<file path="config.mk">
export PLATFORM = sky130hd
export DESIGN_NAME = sbfs_update
export DESIGN_NICKNAME = d
export VERILOG_FILES = /design/src/sv/sbfs_pkg.sv /design/src/sv/sbfs_div_cell.sv /design/src/sv/sbfs_update.sv
export SDC_FILE = /design/constraint.sdc
export NUM_CORES = 2
export LEC_CHECK = 0
export BUFFER_PORTS_ARGS = -buffer_cell sky130_fd_sc_hd__buf_2
export CAP_MARGIN = 20
export CORE_MARGIN = 2
export CORE_UTILIZATION = 52
export CTS_CLUSTER_DIAMETER = 80
export DETAILED_ROUTE_END_ITERATION = 16
export PLACE_DENSITY = 0.79
export SYNTH_ARGS = -nofsm -noshare
export SYNTH_HDL_FRONTEND = slang
export SYNTH_SLANG_ARGS = --single-unit
</file>
<file path="constraint.sdc">
create_clock -name clk -period 8.2 [get_ports clk]
set_input_delay 1.64 -clock clk [delete_from_list [all_inputs] [get_ports clk]]
set_output_delay 1.64 -clock clk [all_outputs]
set_load 0.005 [all_outputs]
</file>
<file path="src/sv/sbfs_pkg.sv">
// Package: widths, register indexes and shared types of the fraud scorer.
package sbfs_pkg;
	localparam int FRAC_BITS   = 16;
	localparam int AMOUNT_BITS = 24;
	localparam int PROB_W      = FRAC_BITS + 1;
	localparam int LOSS_W      = FRAC_BITS + 7;
	localparam int NUM_W       = 2 * PROB_W;
	localparam int DEN_W       = NUM_W + 1;
	localparam int Q_W         = FRAC_BITS + 1;
	localparam int NUM_CELLS   = FRAC_BITS + 1;
	localparam int CFG_W       = 24;
	localparam int IDX_W       = 3;
	localparam logic [PROB_W-1:0] ONE_Q = PROB_W'(1) << FRAC_BITS;

	localparam logic [IDX_W-1:0] REG_PRIOR     = 3'd0;
	localparam logic [IDX_W-1:0] REG_THRESH    = 3'd1;
	localparam logic [IDX_W-1:0] REG_AMT_F     = 3'd2;
	localparam logic [IDX_W-1:0] REG_AMT_L     = 3'd3;
	localparam logic [IDX_W-1:0] REG_LOC_F     = 3'd4;
	localparam logic [IDX_W-1:0] REG_LOC_L     = 3'd5;
	localparam logic [IDX_W-1:0] REG_DEV_F     = 3'd6;
	localparam logic [IDX_W-1:0] REG_DEV_L     = 3'd7;

	localparam logic [1:0] ACT_APPROVE = 2'd0;
	localparam logic [1:0] ACT_DECLINE = 2'd1;
	localparam logic [1:0] ACT_REVIEW  = 2'd2;

	// Item state carried down the chain beside the division.
	typedef struct packed {
		logic loc;
		logic dev;
		logic err;
	} side_t;

	// One division stage: partial remainder, quotient so far, divisor.
	typedef struct packed {
		logic [DEN_W-1:0] rem;
		logic [Q_W-1:0]   quo;
		logic [DEN_W-1:0] den;
	} div_t;

	function automatic logic [PROB_W-1:0] sat_prob(input logic [PROB_W-1:0] v);
		return (v > ONE_Q) ? ONE_Q : v;
	endfunction
endpackage

</file>
<file path="src/sv/sbfs_div_cell.sv">
// Division cell: one restoring step of the quotient chain.
module sbfs_div_cell (
	input  logic                 clk,
	input  logic                 arst_n,
	input  logic                 en,
	input  logic                 in_valid,
	input  sbfs_pkg::div_t       in_div,
	input  sbfs_pkg::side_t      in_side,
	output logic                 out_valid,
	output sbfs_pkg::div_t       out_div,
	output sbfs_pkg::side_t      out_side
);
	logic [sbfs_pkg::DEN_W-1:0] diff;
	logic                       ge;
	sbfs_pkg::div_t             nxt;

	// Try one subtract, then shift the remainder for the next cell.
	always_comb begin
		ge      = (in_div.rem >= in_div.den);
		diff    = ge ? (in_div.rem - in_div.den) : in_div.rem;
		nxt.den = in_div.den;
		nxt.rem = {diff[sbfs_pkg::DEN_W-2:0], 1'b0};
		nxt.quo = {in_div.quo[sbfs_pkg::Q_W-2:0], ge};
	end

	always_ff @(posedge clk or negedge arst_n) begin
		if (!arst_n) begin
			out_valid <= 1'b0;
		end else if (en) begin
			out_valid <= in_valid;
		end
	end

	always_ff @(posedge clk) begin
		if (en) begin
			out_div  <= nxt;
			out_side <= in_side;
		end
	end
endmodule

</file>
<file path="src/sv/sbfs_update.sv">
// Bayes update: evidence terms, then a chain of division cells.
module sbfs_update (
	input  logic                           clk,
	input  logic                           arst_n,
	input  logic                           en,
	input  logic                           in_valid,
	input  logic [sbfs_pkg::PROB_W-1:0]    in_p,
	input  logic                           flag,
	input  logic [sbfs_pkg::PROB_W-1:0]    pf,
	input  logic [sbfs_pkg::PROB_W-1:0]    pl,
	input  sbfs_pkg::side_t                in_side,
	output logic                           out_valid,
	output logic [sbfs_pkg::PROB_W-1:0]    out_p,
	output sbfs_pkg::side_t                out_side
);
	localparam int N = sbfs_pkg::NUM_CELLS;

	logic [sbfs_pkg::PROB_W-1:0] lf, ll;
	logic [sbfs_pkg::NUM_W-1:0]  num_c, alt_c;
	logic [sbfs_pkg::NUM_W-1:0]  num_s1, alt_s1;
	logic                        v_s1;
	sbfs_pkg::side_t             side_s1;
	logic [sbfs_pkg::DEN_W-1:0]  den;
	sbfs_pkg::div_t              d0;
	sbfs_pkg::side_t             s0;

	logic            cv [N+1];
	sbfs_pkg::div_t  cd [N+1];
	sbfs_pkg::side_t cs [N+1];

	// Form both likelihood products.
	always_comb begin
		lf    = flag ? pf : sbfs_pkg::ONE_Q - pf;
		ll    = flag ? pl : sbfs_pkg::ONE_Q - pl;
		num_c = sbfs_pkg::NUM_W'(lf) * sbfs_pkg::NUM_W'(in_p);
		alt_c = sbfs_pkg::NUM_W'(ll) * sbfs_pkg::NUM_W'(sbfs_pkg::ONE_Q - in_p);
	end

	always_ff @(posedge clk or negedge arst_n) begin
		if (!arst_n) begin
			v_s1 <= 1'b0;
		end else if (en) begin
			v_s1 <= in_valid;
		end
	end

	always_ff @(posedge clk) begin
		if (en) begin
			num_s1  <= num_c;
			alt_s1  <= alt_c;
			side_s1 <= in_side;
		end
	end

	// Seed the chain; zero evidence raises the error.
	always_comb begin
		den     = {1'b0, num_s1} + {1'b0, alt_s1};
		d0.den  = den;
		d0.rem  = {1'b0, num_s1};
		d0.quo  = '0;
		s0      = side_s1;
		if (den == '0) begin
			s0.err = 1'b1;
			d0.den = sbfs_pkg::DEN_W'(1);
			d0.rem = '0;
		end
		// Drop the work of an item that already failed.
		if (side_s1.err) begin
			d0.den = sbfs_pkg::DEN_W'(1);
			d0.rem = '0;
		end
	end

	assign cv[0] = v_s1;
	assign cd[0] = d0;
	assign cs[0] = s0;

	// The first cell yields the integer bit, the rest one fraction bit each.
	genvar g;
	generate
		for (g = 0; g < N; g++) begin : g_cell
			sbfs_div_cell u_cell (
				.clk(clk), .arst_n(arst_n), .en(en),
				.in_valid(cv[g]), .in_div(cd[g]), .in_side(cs[g]),
				.out_valid(cv[g+1]), .out_div(cd[g+1]), .out_side(cs[g+1])
			);
		end
	endgenerate

	assign out_valid = cv[N];
	assign out_p     = cs[N].err ? '0 : cd[N].quo;
	assign out_side  = cs[N];
endmodule

</file>
Word level (Yosys, flattened, before mapping)
Index checks and enable logic that the tools add are counted.

operators by class
  $mul = 2
  reduce and logical (&&, ||, !) cells = 1
  add/subtract/negate cells = 20
  magnitude comparators = 17
  mux-type cells = 23

operators by type and width
  cell                    count
  $mux 34                 18
  $ge 35x35->1            16
  $sub 34x34->34          16
  $mux 35                 2
  $mux 17                 3
  $add 34x34->35          1
  $ge 34x35->1            1
  $logic_not 35->1        1
  $mul 17x17->34          1
  $mul 18x18->34          1
  $sub 17x17->17 const A  2
  $sub 17x17->18 const A  1

word-level totals
  output and inout bits = 21
  input port bits = 59
  register bits = 1397
  logic and storage cells = 201

Longest topological paths before layout
  word-level depth = 6
  mapped depth = 33
  mapped depth without buffers = 32

By module
From an unflattened synthesis, not the netlist that was laid out.

unflattened totals
  cells, all modules = 10539
  area total of the unflattened synthesis = 114135.7 µm²

modules (own cells, without submodules)
  module                                 seq. area each (µm²)  times used  area each (µm²)  cells an instance
  sbfs_div_cell at g_cell[0].u_cell ...  2697.6                16          5211.2           444
  sbfs_update                            2157.1                1           25507.0          2951
  sbfs_div_cell at g_cell[15].u_cell     2697.6                1           5248.8           484

Least setup slack after synthesis
No wires, ideal clock.

  path kind = input port to flip-flop
  start = input in_p[0] (netlist bit)
  end = register alt_s1[33] (netlist bit), data pin
  required time = 7940 ps
  setup time = 260 ps
  setup slack = -1437 ps
  path buffers = 1
  stages on the path = 32
  data arrival time = 9377 ps
  path through = inv_1 -> clkbuf_1 -> ha_1 -> nand2_1 -> or3_1 -> inv_1 -> nand2_1 -> or2_2 -> or3_1 -> xnor2_1 -> nand2_1 -> fa_1 -> fa_1 -> inv_1 -> fa_1 -> fa_1 -> fa_1 -> inv_1 -> fa_1 -> inv_1 -> ha_1 -> nand3_1 -> nor2_1 -> nand2_1 -> o21ai_0 -> a31oi_1 -> a31oi_1 -> a21boi_0 -> o211a_1 -> o41ai_1 -> a21oi_1 -> xnor2_1

between the ends
  word-level cells in the longest chain between the ends = 2

RTL lines
  element                    line               source
  start: declaration         sbfs_update.sv:7   input logic [sbfs_pkg::PROB_W-1:0] in_p,
  $sub 17x17->18             sbfs_update.sv:36  alt_c = sbfs_pkg::NUM_W'(ll) * sbfs_pkg::NUM_W'(sbfs_pkg::ONE_Q - in_p);
  $mul 18x18->34             sbfs_update.sv:36
  named net alt_c (one bit)  sbfs_update.sv:19  logic [sbfs_pkg::NUM_W-1:0] num_c, alt_c;
  end signal: assignment     sbfs_update.sv:50  alt_s1 <= alt_c;
  end: declaration           sbfs_update.sv:20  logic [sbfs_pkg::NUM_W-1:0] num_s1, alt_s1;

The timed path passes the listed nets, and every way through them passes these cells.
A chain may end at the register's enable or synchronous reset.

Final worst setup path
  start = input pf[5] (netlist bit)
  end = register num_s1[33] (netlist bit), data pin

between the ends
  word-level cells in the longest chain between the ends = 3

RTL lines
  element                    line               source
  start: declaration         sbfs_update.sv:9   input logic [sbfs_pkg::PROB_W-1:0] pf,
  $sub 17x17->17             sbfs_update.sv:33  lf = flag ? pf : sbfs_pkg::ONE_Q - pf;
  $mux 17 (*)                sbfs_update.sv:33
  $mul 17x17->34 (*)         sbfs_update.sv:35  num_c = sbfs_pkg::NUM_W'(lf) * sbfs_pkg::NUM_W'(in_p);
  named net num_c (one bit)  sbfs_update.sv:19
  end signal: assignment     sbfs_update.sv:49  num_s1 <= num_c;
  end: declaration           sbfs_update.sv:20

The timed path passes the listed nets; every way through them passes the cells marked *.

==> metrics.md <==
| Metric | Value |
|---|---|
| Status | complete, but fails checks |
| Failing checks | negative setup slack |
| Starting DRC count in detailed routing | 5615 |
| Slowest-stage cell, CP | fa_2 |
| Final worst path period share | 100% |
| Worst EP arrival | 8.75 ns |
| Final Cell Area | 112000 µm² |
| YS warnings | 0 |
| Clock period minus worst slack | 8.22 ns |
| Clock-pin transition on the worst setup and hold timing paths | 0.06 ns |
| Worst hold path type | reg -> reg |
| Hold Violations, Final | 0 |
| Post-Syn Area | 100000 µm² |
| Initial Utilization | 52.2% |
| Die W | 443 µm |
| Synth area leaders | edfxtp_1 41%, ha_1 11%, fa_1 9.6% |
| # rows | 161 |
| Top cell type's share of synthesized area | 41.3% |
| Mean area per synthesized cell | 10.4 µm² |
| Fin. max-slew vios | 0 |
| GRT Residual Overflow | 0 |
| Number of global-route vias before repair | 73100 |
| Fill count | 15800 |
| Sequential area share after synthesis | 41.8% |
| Max Cap Viol | 0 |
| Skew-Pair Late Insertion Delay | 0.80 ns |
| Kind of cell adding the most delay to the critical path | adder cells |
| Worst EP required | 8.73 ns |
| Die Y | 443 µm |
| CP max stage delay | 0.56 ns |
| Top_reg_cell synth | edfxtp_1 |
| CTS Root Cell | clkbuf_16 |
| H-tree depth | 4 |
| Total wire length | 248000 µm |
| CTS Buffer Depth | 3 |
| Initial antenna violation count | 4 |
| RSZ-0062 raised after global routing | yes |
| Simple-gate portion of the synthesized area | 11.4% |
| First-pass detailed-route iteration total | 8 |
| ANT nets after route | 0 |
| Post-synth EDFFs | 1379 |
| Worst-margin pin slew | 1.16 ns |
| GP Congestion | 0.950 |
| Worst Clk Skew | 0.0402 ns |
| Share of layout cells above drive strength 1 | 11.3% |
| CTS tree | yes |
| Largest net degree at the start of global routing | 196 |
| IO buf count | 79 |
| CP startpoint | pf[5] |
| Worst R2R Start | num_s1[22]$_DFFE_PP_ |
| Fin Hold WS | 0.409 ns |
| Post-synth ARST share | 1.29% |
| Worst setup SP type | input pin |
| Distinct cell type count after synthesis | 88 |
| Vias per cell | 5.66 |
| CTS sink count | 1397 |
| DP Area | 107000 µm² |
| Adder-Cell Fraction of Synth Area | 20.3% |
| Global-route wire length before repair | 394000 µm |
| Post-synth top cells | 1379 x edfxtp_1, 1360 x inv_1, 858 x ha_1 |
| Fmax | 122 MHz |
| Fraction of the mapped netlist area in compound gates | 12.7% |
| Buf+Inv Stages, Crit Path | 6 |
| Inst Count DP | 12400 |
| Endpoint class of the critical path | register |
| Final setup fails | 1 |
| Slew HR | 21.7% |
| Hold_sp | g_cell[4].u_cell.out_div[35]$_DFFE_PP_ |
| Non-filler cells, final | 12700 |
| Setup TNS | -0.0237 ns |
| Synth-to-Final Area Change | 11.7% |
| #FFs+latches synth | 1397 |
| Setup ws final | -0.0237 ns |
| Post-DP HPWL | 195000 µm |
| Full die area | 196000 µm² |
| Crit-path max FO | 5 |
| Synth Instances | 9595 |
| WL per Instance | 19.6 µm |
| Multiplexer share of the synthesized area | 2.68% |
| Fin nets | 11400 |
| CP dominant cell by count | fa_1 |
| I/O Pins | 80 |
| GRT Overall Usage | 25.3% |
| Core ar. | 192000 µm² |
| Synth Area in XOR/XNOR | 5.11% |
| Number of CTS-inserted buffers | 146 |
| Cell with the most instances after synthesis | edfxtp_1 |
| Vias after detailed routing | 71600 |
| CP Class | in -> reg |
| # DRC | 0 |
| Main combinational cell family by area after synthesis | adder cells |
| Synth area leader | edfxtp_1 |
| Syn Nets | 11000 |
[kinds of logic (layout without fill, tap and decap cells)]
logic type / count (synthesis) / after routing
buffers and inverters: 1585 / 2124
AND/OR/NAND/NOR: 2429 / 2429
AO/OA/AOI/OAI: 2020 / 2020
adder cells (fa/ha/maj): 1339 / 1339
multiplexers: 240 / 240
other: 0 / 1
flip-flops: 1397 / 1397
XOR/XNOR: 585 / 585
[worst paths after layout]
check / endpoint / slack (ns) / cells after the start
max: num_s1[33]$_DFFE_PP_ / -0.02 / 29
min: g_cell[5].u_cell.out_div[36]$_DFFE_PP_ / 0.41 / 0
max reg2reg: g_cell[0].u_cell.out_div[79]$_DFFE_PP_ / 0.51 / 26
min reg2reg: g_cell[5].u_cell.out_div[36]$_DFFE_PP_ / 0.41 / 0
max in group asynchronous: g_cell[8].u_cell.out_valid$_DFFE_PN0P_ / 7.13 / 1
min in group asynchronous: g_cell[16].u_cell.out_valid$_DFFE_PN0P_ / 0.80 / 1
[timing repair]
item                                    4_1_cts  5_1_grt
endpoints found under the setup margin        2       12
resized for setup                            12       51
hold buffers                                  0        0
pin swaps                                     4       45
setup buffers                                 4        6
[area by class of cell]
cell class | count | area [µm²] | area share [%]
Multi-Input combinational cell | 6613 | 53200 | 47.5
Sequential cell | 1397 | 41900 | 37.4
Inverter | 1365 | 5140 | 4.59
Clock buffer | 166 | 3820 | 3.42
Timing Repair Buffer | 488 | 3690 | 3.30
Tap cell | 2526 | 3160 | 2.83
Clock inverter | 105 | 1030 | 0.924
Antenna cell | 1 | 2.50 | 0.00224
[layer usage]
| layer | vias up | global-route usage, % | wire, µm |
|---|---|---|---|
| li1 | 34200 | - | - |
| met1 | 34700 | 30.9 | 101000 |
| met2 | 2143 | 44.2 | 123000 |
| met3 | 550 | 3.37 | 11800 |
| met4 | 0 | 11.9 | 12700 |
| met5 | - | 0 | 0 |
[cells in the final DEF, fill, tap and decap left out, types with 52 or more instances in the layout]
cell type / synthesis / final
a21o_1: 307 / 307
a21oi_1: 605 / 597
a31oi_1: 56 / 52
and2_1: 197 / 193
buf_2: 14 / 76
buf_4: 3 / 389
clkbuf_16: 0 / 150
edfxtp_1: 1379 / 1379
fa_1: 481 / 470
ha_1: 858 / 841
inv_1: 1360 / 1348
mux2_2: 223 / 223
nand2_1: 829 / 822
nand2b_1: 111 / 110
nand3_1: 118 / 114
nand4_1: 90 / 90
nor2_1: 624 / 616
nor2b_1: 108 / 108
nor3_1: 117 / 114
o21a_1: 93 / 92
o21ai_0: 489 / 479
o21bai_1: 66 / 65
xnor2_1: 371 / 360
xor2_1: 214 / 209
[state kept, by name, indices dropped and copies added (netlist names)]
name	flops
side_s1	1
g_cell.u_cell.out_side	51
v_s1	1
alt_s1	34
cs	2
g_cell.u_cell.out_valid	17
num_s1	34
g_cell.u_cell.out_div	1257
[metrics by stage]
| stage | utilization (%) | worst slack (ns) |
|---|---|---|
| finish | 58.3 | -0.0237 |
| global route | 58.3 | -0.195 |
| CTS | 58.1 | -0.00323 |
| detailed placement | 55.5 | -0.981 |
| global placement | 55.5 | -0.915 |
| floorplan | - | -0.532 |
Power is left out: the tool's default activity adds up to more than one toggle a clock period on the data nets, which glitch-free logic cannot reach.
